## config.mk

```make
export PLATFORM = sky130hd
export DESIGN_NAME = ptrm_merge
export DESIGN_NICKNAME = d
export VERILOG_FILES = /design/src/sv/ptrm_pkg.sv /design/src/sv/ptrm_merge.sv
export SDC_FILE = /design/constraint.sdc
export NUM_CORES = 2
export LEC_CHECK = 0
export BUFFER_PORTS_ARGS = -buffer_cell sky130_fd_sc_hd__buf_2
export CAP_MARGIN = 10
export CORE_ASPECT_RATIO = 1.75
export CORE_UTILIZATION = 45
export DETAILED_ROUTE_END_ITERATION = 7
export RECOVER_POWER = 50
export SYNTH_ARGS = -nofsm -noshare
export SYNTH_HDL_FRONTEND = slang
export SYNTH_SLANG_ARGS = --single-unit
```

## constraint.sdc

```tcl
create_clock -name i_clk -period 7.4 [get_ports i_clk]
set_clock_uncertainty 0.2 [all_clocks]
set_input_delay 1.11 -clock i_clk [delete_from_list [all_inputs] [get_ports i_clk]]
set_output_delay 1.11 -clock i_clk [all_outputs]
set_load 0.1 [all_outputs]
```

## src/sv/ptrm_pkg.sv

```systemverilog
// Shared types, constants and arithmetic helpers for the pan/tilt rotation matrix block.
package ptrm_pkg;

    // Field widths and fixed-point formats.
    localparam int ANGLE_W         = 14;
    localparam int ANGLE_FRAC_BITS = 4;
    localparam int OUT_FRAC_BITS   = 14;
    localparam int OUT_W           = 16;
    localparam int IN_TDATA_W      = 32;
    localparam int OUT_TDATA_W     = 9 * OUT_W;

    // Angle reduction.
    localparam int FULL_TURN    = 360 << ANGLE_FRAC_BITS;
    localparam int QUARTER_TURN = 90 << ANGLE_FRAC_BITS;
    localparam int RED_W        = $clog2(FULL_TURN);
    localparam int REM_W        = $clog2(QUARTER_TURN);

    // Binary angle z = floor(rem * 2^30 / QUARTER_TURN), split into an integer
    // multiple and a fractional correction done by a scaled reciprocal.
    localparam int     Z_W     = 32;
    localparam int     Z_MUL   = (1 << 30) / QUARTER_TURN;
    localparam int     Z_REM   = (1 << 30) % QUARTER_TURN;
    localparam int     Z_FIX_S = 24;
    localparam longint Z_FIX_M =
        ((longint'(Z_REM) << Z_FIX_S) + QUARTER_TURN - 1) / QUARTER_TURN;

    // CORDIC datapath.
    localparam int CORDIC_STEPS = 28;
    localparam int XY_W         = 35;
    localparam int XY_FRAC      = 32;
    localparam logic signed [XY_W-1:0] CORDIC_GAIN = XY_W'(64'sd2608131496);

    // Sine/cosine and product formats.
    localparam int TRIG_W = OUT_FRAC_BITS + 2;
    localparam int PROD_W = 2 * TRIG_W;
    localparam logic signed [TRIG_W-1:0] TRIG_ONE = TRIG_W'(1 << OUT_FRAC_BITS);
    localparam logic signed [XY_W-1:0]   XY_ONE   = XY_W'(1 << OUT_FRAC_BITS);
    localparam logic signed [PROD_W-1:0] PROD_ONE = PROD_W'(1 << OUT_FRAC_BITS);

    // Pipeline depths: four angle-preparation stages, the CORDIC steps and one
    // rounding stage per lane, then a product and a rounding stage in the merge.
    localparam int LANE_LAT  = CORDIC_STEPS + 5;
    localparam int MERGE_LAT = 2;
    localparam int PIPE_LAT  = LANE_LAT + MERGE_LAT;

    typedef enum logic [1:0] {
        QUAD_0 = 2'd0,
        QUAD_1 = 2'd1,
        QUAD_2 = 2'd2,
        QUAD_3 = 2'd3
    } t_quad;

    typedef enum logic {
        ORDER_PAN_TILT = 1'b0,
        ORDER_TILT_PAN = 1'b1
    } t_order;

    typedef struct packed {
        logic [XY_W-1:0] x;
        logic [XY_W-1:0] y;
        logic [Z_W-1:0]  z;
        t_quad           quad;
    } t_cordic;

    typedef struct packed {
        logic [TRIG_W-1:0] cs;
        logic [TRIG_W-1:0] sn;
    } t_trig;

    typedef logic [8:0][OUT_W-1:0] t_mat;

    function automatic logic signed [Z_W-1:0] atan_lut(input int idx);
        logic signed [Z_W-1:0] v;
        case (idx)
            0:       v = Z_W'(536870912);
            1:       v = Z_W'(316933406);
            2:       v = Z_W'(167458907);
            3:       v = Z_W'(85004756);
            4:       v = Z_W'(42667331);
            5:       v = Z_W'(21354465);
            6:       v = Z_W'(10679838);
            7:       v = Z_W'(5340245);
            8:       v = Z_W'(2670163);
            9:       v = Z_W'(1335087);
            10:      v = Z_W'(667544);
            11:      v = Z_W'(333772);
            12:      v = Z_W'(166886);
            13:      v = Z_W'(83443);
            14:      v = Z_W'(41722);
            15:      v = Z_W'(20861);
            16:      v = Z_W'(10430);
            17:      v = Z_W'(5215);
            18:      v = Z_W'(2608);
            19:      v = Z_W'(1304);
            20:      v = Z_W'(652);
            21:      v = Z_W'(326);
            22:      v = Z_W'(163);
            23:      v = Z_W'(81);
            24:      v = Z_W'(41);
            25:      v = Z_W'(20);
            26:      v = Z_W'(10);
            27:      v = Z_W'(5);
            default: v = '0;
        endcase
        return v;
    endfunction

    // Round half up from the CORDIC format to the output format, saturate to +-1.
    function automatic logic signed [TRIG_W-1:0] round_xy(input logic signed [XY_W-1:0] v);
        logic signed [XY_W-1:0] s;
        logic signed [XY_W-1:0] r;
        s = (v + XY_W'(1 << (XY_FRAC - 1 - OUT_FRAC_BITS))) >>> (XY_FRAC - OUT_FRAC_BITS);
        if (s > XY_ONE) begin
            r = XY_ONE;
        end else if (s < -XY_ONE) begin
            r = -XY_ONE;
        end else begin
            r = s;
        end
        return TRIG_W'(r);
    endfunction

    // Round half up a product of two output-format values, saturate to +-1.
    function automatic logic signed [TRIG_W-1:0] round_prod(input logic signed [PROD_W-1:0] p);
        logic signed [PROD_W-1:0] s;
        logic signed [PROD_W-1:0] r;
        s = (p + PROD_W'(1 << (OUT_FRAC_BITS - 1))) >>> OUT_FRAC_BITS;
        if (s > PROD_ONE) begin
            r = PROD_ONE;
        end else if (s < -PROD_ONE) begin
            r = -PROD_ONE;
        end else begin
            r = s;
        end
        return TRIG_W'(r);
    endfunction

endpackage

```

## src/sv/ptrm_merge.sv

```systemverilog
// Merge stage: combines the pan and tilt lanes into the nine matrix entries.
module ptrm_merge (
    input  logic             i_clk,
    input  logic             i_en,
    input  ptrm_pkg::t_order i_order,
    input  ptrm_pkg::t_trig  i_pan,
    input  ptrm_pkg::t_trig  i_tilt,
    output ptrm_pkg::t_mat   o_mat
);
    import ptrm_pkg::*;

    logic signed [PROD_W-1:0] r_pc_tc;
    logic signed [PROD_W-1:0] r_pc_ts;
    logic signed [PROD_W-1:0] r_ps_tc;
    logic signed [PROD_W-1:0] r_ps_ts;
    logic signed [TRIG_W-1:0] r_pc;
    logic signed [TRIG_W-1:0] r_ps;
    logic signed [TRIG_W-1:0] r_tc;
    logic signed [TRIG_W-1:0] r_ts;
    logic signed [TRIG_W-1:0] w_cc;
    logic signed [TRIG_W-1:0] w_cs_p;
    logic signed [TRIG_W-1:0] w_cs_n;
    logic signed [TRIG_W-1:0] w_sc_p;
    logic signed [TRIG_W-1:0] w_sc_n;
    logic signed [TRIG_W-1:0] w_ss_n;
    logic signed [TRIG_W-1:0] w_m [9];
    t_mat                     n_mat;
    t_mat                     r_mat;

    always_ff @(posedge i_clk) begin
        if (i_en) begin
            r_pc_tc <= signed'(i_pan.cs) * signed'(i_tilt.cs);
            r_pc_ts <= signed'(i_pan.cs) * signed'(i_tilt.sn);
            r_ps_tc <= signed'(i_pan.sn) * signed'(i_tilt.cs);
            r_ps_ts <= signed'(i_pan.sn) * signed'(i_tilt.sn);
            r_pc    <= i_pan.cs;
            r_ps    <= i_pan.sn;
            r_tc    <= i_tilt.cs;
            r_ts    <= i_tilt.sn;
            r_mat   <= n_mat;
        end
    end

    // A negated product rounds differently from a negated rounded product,
    // so each sign that is needed gets its own rounding.
    always_comb begin
        w_cc   = round_prod(r_pc_tc);
        w_cs_p = round_prod(r_pc_ts);
        w_cs_n = round_prod(-r_pc_ts);
        w_sc_p = round_prod(r_ps_tc);
        w_sc_n = round_prod(-r_ps_tc);
        w_ss_n = round_prod(-r_ps_ts);
        case (i_order)
            ORDER_TILT_PAN: begin
                w_m[0] = w_cc;
                w_m[1] = w_sc_n;
                w_m[2] = -r_ts;
                w_m[3] = r_ps;
                w_m[4] = r_pc;
                w_m[5] = '0;
                w_m[6] = w_cs_p;
                w_m[7] = w_ss_n;
                w_m[8] = r_tc;
            end
            default: begin
                w_m[0] = w_cc;
                w_m[1] = -r_ps;
                w_m[2] = w_cs_n;
                w_m[3] = w_sc_p;
                w_m[4] = r_pc;
                w_m[5] = w_ss_n;
                w_m[6] = r_ts;
                w_m[7] = '0;
                w_m[8] = r_tc;
            end
        endcase
        for (int k = 0; k < 9; k++) begin
            n_mat[k] = OUT_W'(w_m[k]);
        end
    end

    assign o_mat = r_mat;

endmodule
```

==> impl.org <==
** Status
- Outcome :: finished, violations left
- Violations in the final reports :: max-capacitance violations, max-slew violations

** Clock tree
- Buffers inserted to repair hold after CTS numbered 0.
- Counting every sink on the clock net gives ~320.
- After clock tree synthesis, the setup repair step added 0 buffers.
- Maximum level of the CTS H-tree :: 2
- Counting the buffers created by CTS gives 37.
- Insertion delay to the later sink of the worst-skew pair :: 0.60 ns
- The clock passes through at most 3 buffers.
- Clock Tree Root :: clkbuf_16
- Post-CTS sizing :: 0
- Clock-pin slew was measured on the worst setup and hold paths at 0.06 ns.
- Clock tree from TritonCTS :: done

** GRT
- After global routing the overflow that remains totals 0.
- Via count of the first global-routing pass :: 43020
- Number of antenna violations at the first check in global routing :: 6
- Maximum number of pins on one net before global-route repair :: 137
- Global-route wire length before repair :: roughly 240000 um
- In the global route stage, overall resource usage came out at 0.2567.

** Die
- For this configuration, the core starts out at a cell density of 0.4549.
- Chip Height :: 457.6 um
- For this design the top-level I/O count stands at 211.
- Site Rows :: around 170
- The region available for standard cell placement spans 117400 um2.
- The floorplan step defined a die boundary enclosing 120100 um2.
- The die is 262.4 um wide.

** Synth
- Synth warn :: 0
- Top FF cell, synth :: edfxtp_1
- The cell area that synthesis handed to floorplanning was 53380 um2.
- Of the post-synthesis cell area, the part taken by muxes is 0.002203.
- Number of synthesized register bits :: 323
- Of the total synthesized cell area, the portion taken by full adders, half adders and majority gates is 0.4709.
- Sequential area share after synthesis :: 0.1817
- The compound-gate portion of the synthesized area is 0.05541.
- Of the total synthesized cell area, the portion taken by XOR and XNOR cells is 0.03905.
- Main combinational cell family by area after synthesis :: adder cells
- Synthesized area per cell :: ~9.9 um2
- Post-synth net total :: approximately 6800
- Synthesis produced a netlist whose cell count is 5400.
- In the synthesized netlist the async set-or-reset flop fraction comes to 0.
- Count of unique library cells instantiated by Yosys :: 93
- The synthesized design contains 323 enable-type register cells.
- Of the total synthesized cell area, the portion taken by AND, OR, NAND and NOR gates is 0.1487.

** Route
- Number of design rule violations left after detail routing :: 0
- DR vias/cell :: between 5 and 6
- Before antenna repair, the detailed router went through 5 iterations.
- In this run the remaining antenna-violating nets after routing total 0.
- For this block, the routed nets add up to 148300 um of wire.
- Per-cell routed wire length :: 20.24 um
- The detailed router finished its first iteration with 2028 violations.
- The detailed router placed 38350 vias in this run.

** STA
- Peak Freq :: 140.6 MHz
- Final setup violating endpoints :: 0
- Unrepaired setup endpoints after global routing :: false
- Hold violation count in the final report :: 0
- For the pin with the worst max-slew slack, the measured transition is approximately 4.4 ns.
- Max-Slew Margin vs Limit :: -1.946
- Subtracting the final worst setup slack from the clock period gives 7.113 ns.
- Max-slew violation count :: between 200 and 300
- Crit share post-route :: 0.9612

** Hold path
- WHS Path Cells :: 0
- The worst hold path begins at r_pc[7].
- The path class of the tightest hold or removal check is reg -> reg.
- The worst hold path terminates at o_mat[71].

** Final layout
- In the final layout, the multi-input gates occupy between 30000 and 40000 um2.
- Area added between synthesis and finish :: 12.26%
- Count of nets after finishing :: 7227
- Summing all flip-flop and latch instances after layout gives a little under 10000 um2.
- Post-layout utilization of the core :: 0.5107
- In the final layout, the share of cells above drive strength 1 is 0.1176.
- Commonest non-fill, non-tap cell in the layout :: inv_1
- Final-layout fill cell count :: 10860
- The top cell types in the final layout, fill and taps aside, are 1186 x inv_1, 1046 x fa_1, 562 x nand2_1.

** Placement
- Detailed placement ended at an HPWL of between 100000 and 150000 um.
- GPL Wtd Cong :: around 0.94
- In this run the tool buffered the top-level ports with 210 buffer cells.

** Critical path
- The worst setup path is launched from an input pin.
- Worst Path Max Fanout :: 10
- The number of cells on the worst reg-to-reg path is 8.
- The startpoint identified for the worst register-to-register timing path is r_ps_tc[15].
- The setup check on the worst reg-to-reg path leaves a slack of 2.98 ns.
- FF-to-FF End :: o_mat[56]
- Worst endpoint data arrival time :: 7.25 ns
- Start-to-end type of the worst setup path :: in -> reg
- Endpoint type of the worst setup path :: register
- Data on the critical path is required at its endpoint by 7.53 ns.

** Run
- Total of max-cap violations :: 3
## logic make-up after synthesis
family | after synthesis
AOI/OAI and AO/OA | 427
and+or+nand+nor | 1579
xor gates and xnor gates | 238
DFF | 323
adders and majority gates | 1381
muxes | 11
buffers and inverters | 1441
## critical path: stages
cell,delay [ns]
clkbuf_1,0.73
nand2_1,0.17
fa_1,0.54
fa_1,0.50
inv_1,0.05
fa_1,0.50
fa_1,0.47
fa_1,0.50
inv_1,0.05
fa_1,0.48
inv_1,0.05
ha_1,0.29
o21a_1,0.11
o21ai_0,0.16
nand2b_1,0.10
a31oi_1,0.21
o21ai_0,0.33
a21o_1,0.31
o31a_1,0.26
o41a_1,0.30
## registers in the layout, indices dropped and copies added, names as in the netlist
name	count
r_ps_tc	32
r_ps_ts	32
o_mat	144
r_ts	16
r_ps	16
r_pc_tc	19
r_pc_ts	32
r_pc	16
r_tc	16
## how the worst max path moves through the flow
| stage | startpoint | endpoint | slack (ns) |
|---|---|---|---|
| 4_1_cts | i_tilt[3] | r_pc_ts[31] | 0.37 |
| 3_3_place_gp | i_tilt[3] | r_pc_ts[31] | -0.14 |
| 5_1_grt | i_tilt[3] | r_pc_ts[31] | 0.03 |
| 6_report | i_tilt[30] | r_ps_tc[26] | 0.29 |
| 3_5_place_dp | i_tilt[3] | r_pc_ts[31] | -0.24 |
| 2_1_floorplan | i_pan[15] | r_ps_ts[31] | 0.27 |
## final cells by class
class / count / area share
diodes: 6 / 0.0002505
clock buffers: 42 / 0.01612
clock inverters: 26 / 0.005512
inverters: 1187 / 0.07435
multi-input cells: 3636 / 0.6381
flip-flops and latches: 323 / 0.1619
well taps: 1512 / 0.03157
repair buffers: 594 / 0.07222
## Yosys cell counts, types with 5 or more instances
cell type | instances | area [um2]
o211ai_1 | 11 | 82.58
and3_1 | 13 | 81.33
a31oi_1 | 14 | 87.58
and4_1 | 9 | 78.83
nor3_1 | 63 | 315.3
a21boi_0 | 9 | 67.56
and2_1 | 504 | 3153
a21o_1 | 25 | 187.7
o2111ai_1 | 5 | 43.79
or2_2 | 8 | 50.05
nor2_1 | 205 | 769.5
xnor2_1 | 162 | 1419
nand3_1 | 55 | 275.3
o21bai_1 | 9 | 67.56
or4_1 | 11 | 82.58
nand4_1 | 27 | 168.9
a31o_2 | 5 | 43.79
o41ai_1 | 5 | 43.79
buf_2 | 6 | 30.03
a41oi_1 | 5 | 43.79
a22o_1 | 8 | 70.07
nand2b_1 | 38 | 237.7
o2bb2ai_1 | 12 | 105.1
mux2i_1 | 5 | 50.05
or3_1 | 18 | 112.6
a211oi_1 | 18 | 135.1
a22oi_1 | 5 | 37.54
edfxtp_1 | 323 | 9699
nand2_1 | 562 | 2110
nor4_1 | 31 | 193.9
ha_1 | 334 | 4179
o31ai_1 | 15 | 112.6
mux2_2 | 6 | 67.56
clkbuf_1 | 240 | 900.9
inv_1 | 1186 | 4452
a21oi_1 | 91 | 455.4
o21a_1 | 15 | 112.6
nor3_2 | 8 | 80.08
nor2b_1 | 7 | 43.79
fa_1 | 1047 | 20960
o21ai_0 | 95 | 475.5
o22ai_1 | 13 | 81.33
xor2_1 | 76 | 665.6
a311oi_1 | 7 | 61.31
## per-layer routing
layer | vias up | GRT usage | share of wire
met3 | 393 | 0.02118 | 0.029
met2 | 942 | 0.4937 | 0.55
met1 | 19700 | 0.2664 | 0.35
met4 | 0 | 0.1619 | 0.071
met5 | - | 0 | 0
li1 | 17310 | - | -
## metrics by stage
step                      hold slack, ns  setup WS [ns]  TNS (ns)  cell area [um2]  std cells
after floorplan                   0.2003         0.2706         0            53380       5400
after global placement            0.2010        -0.1383   -0.8988            58680       7252
after detailed placement          0.2045        -0.2388    -1.685            58680       7252
after CTS                         0.2190         0.3748         0            59980       7320
after global routing              0.2184        0.03460         0            59920       7323
final                             0.2182         0.2870         0            59930       7326
Power is not shown: default switching activity piles up to over one toggle a cycle in this logic, so the estimate is an artifact.
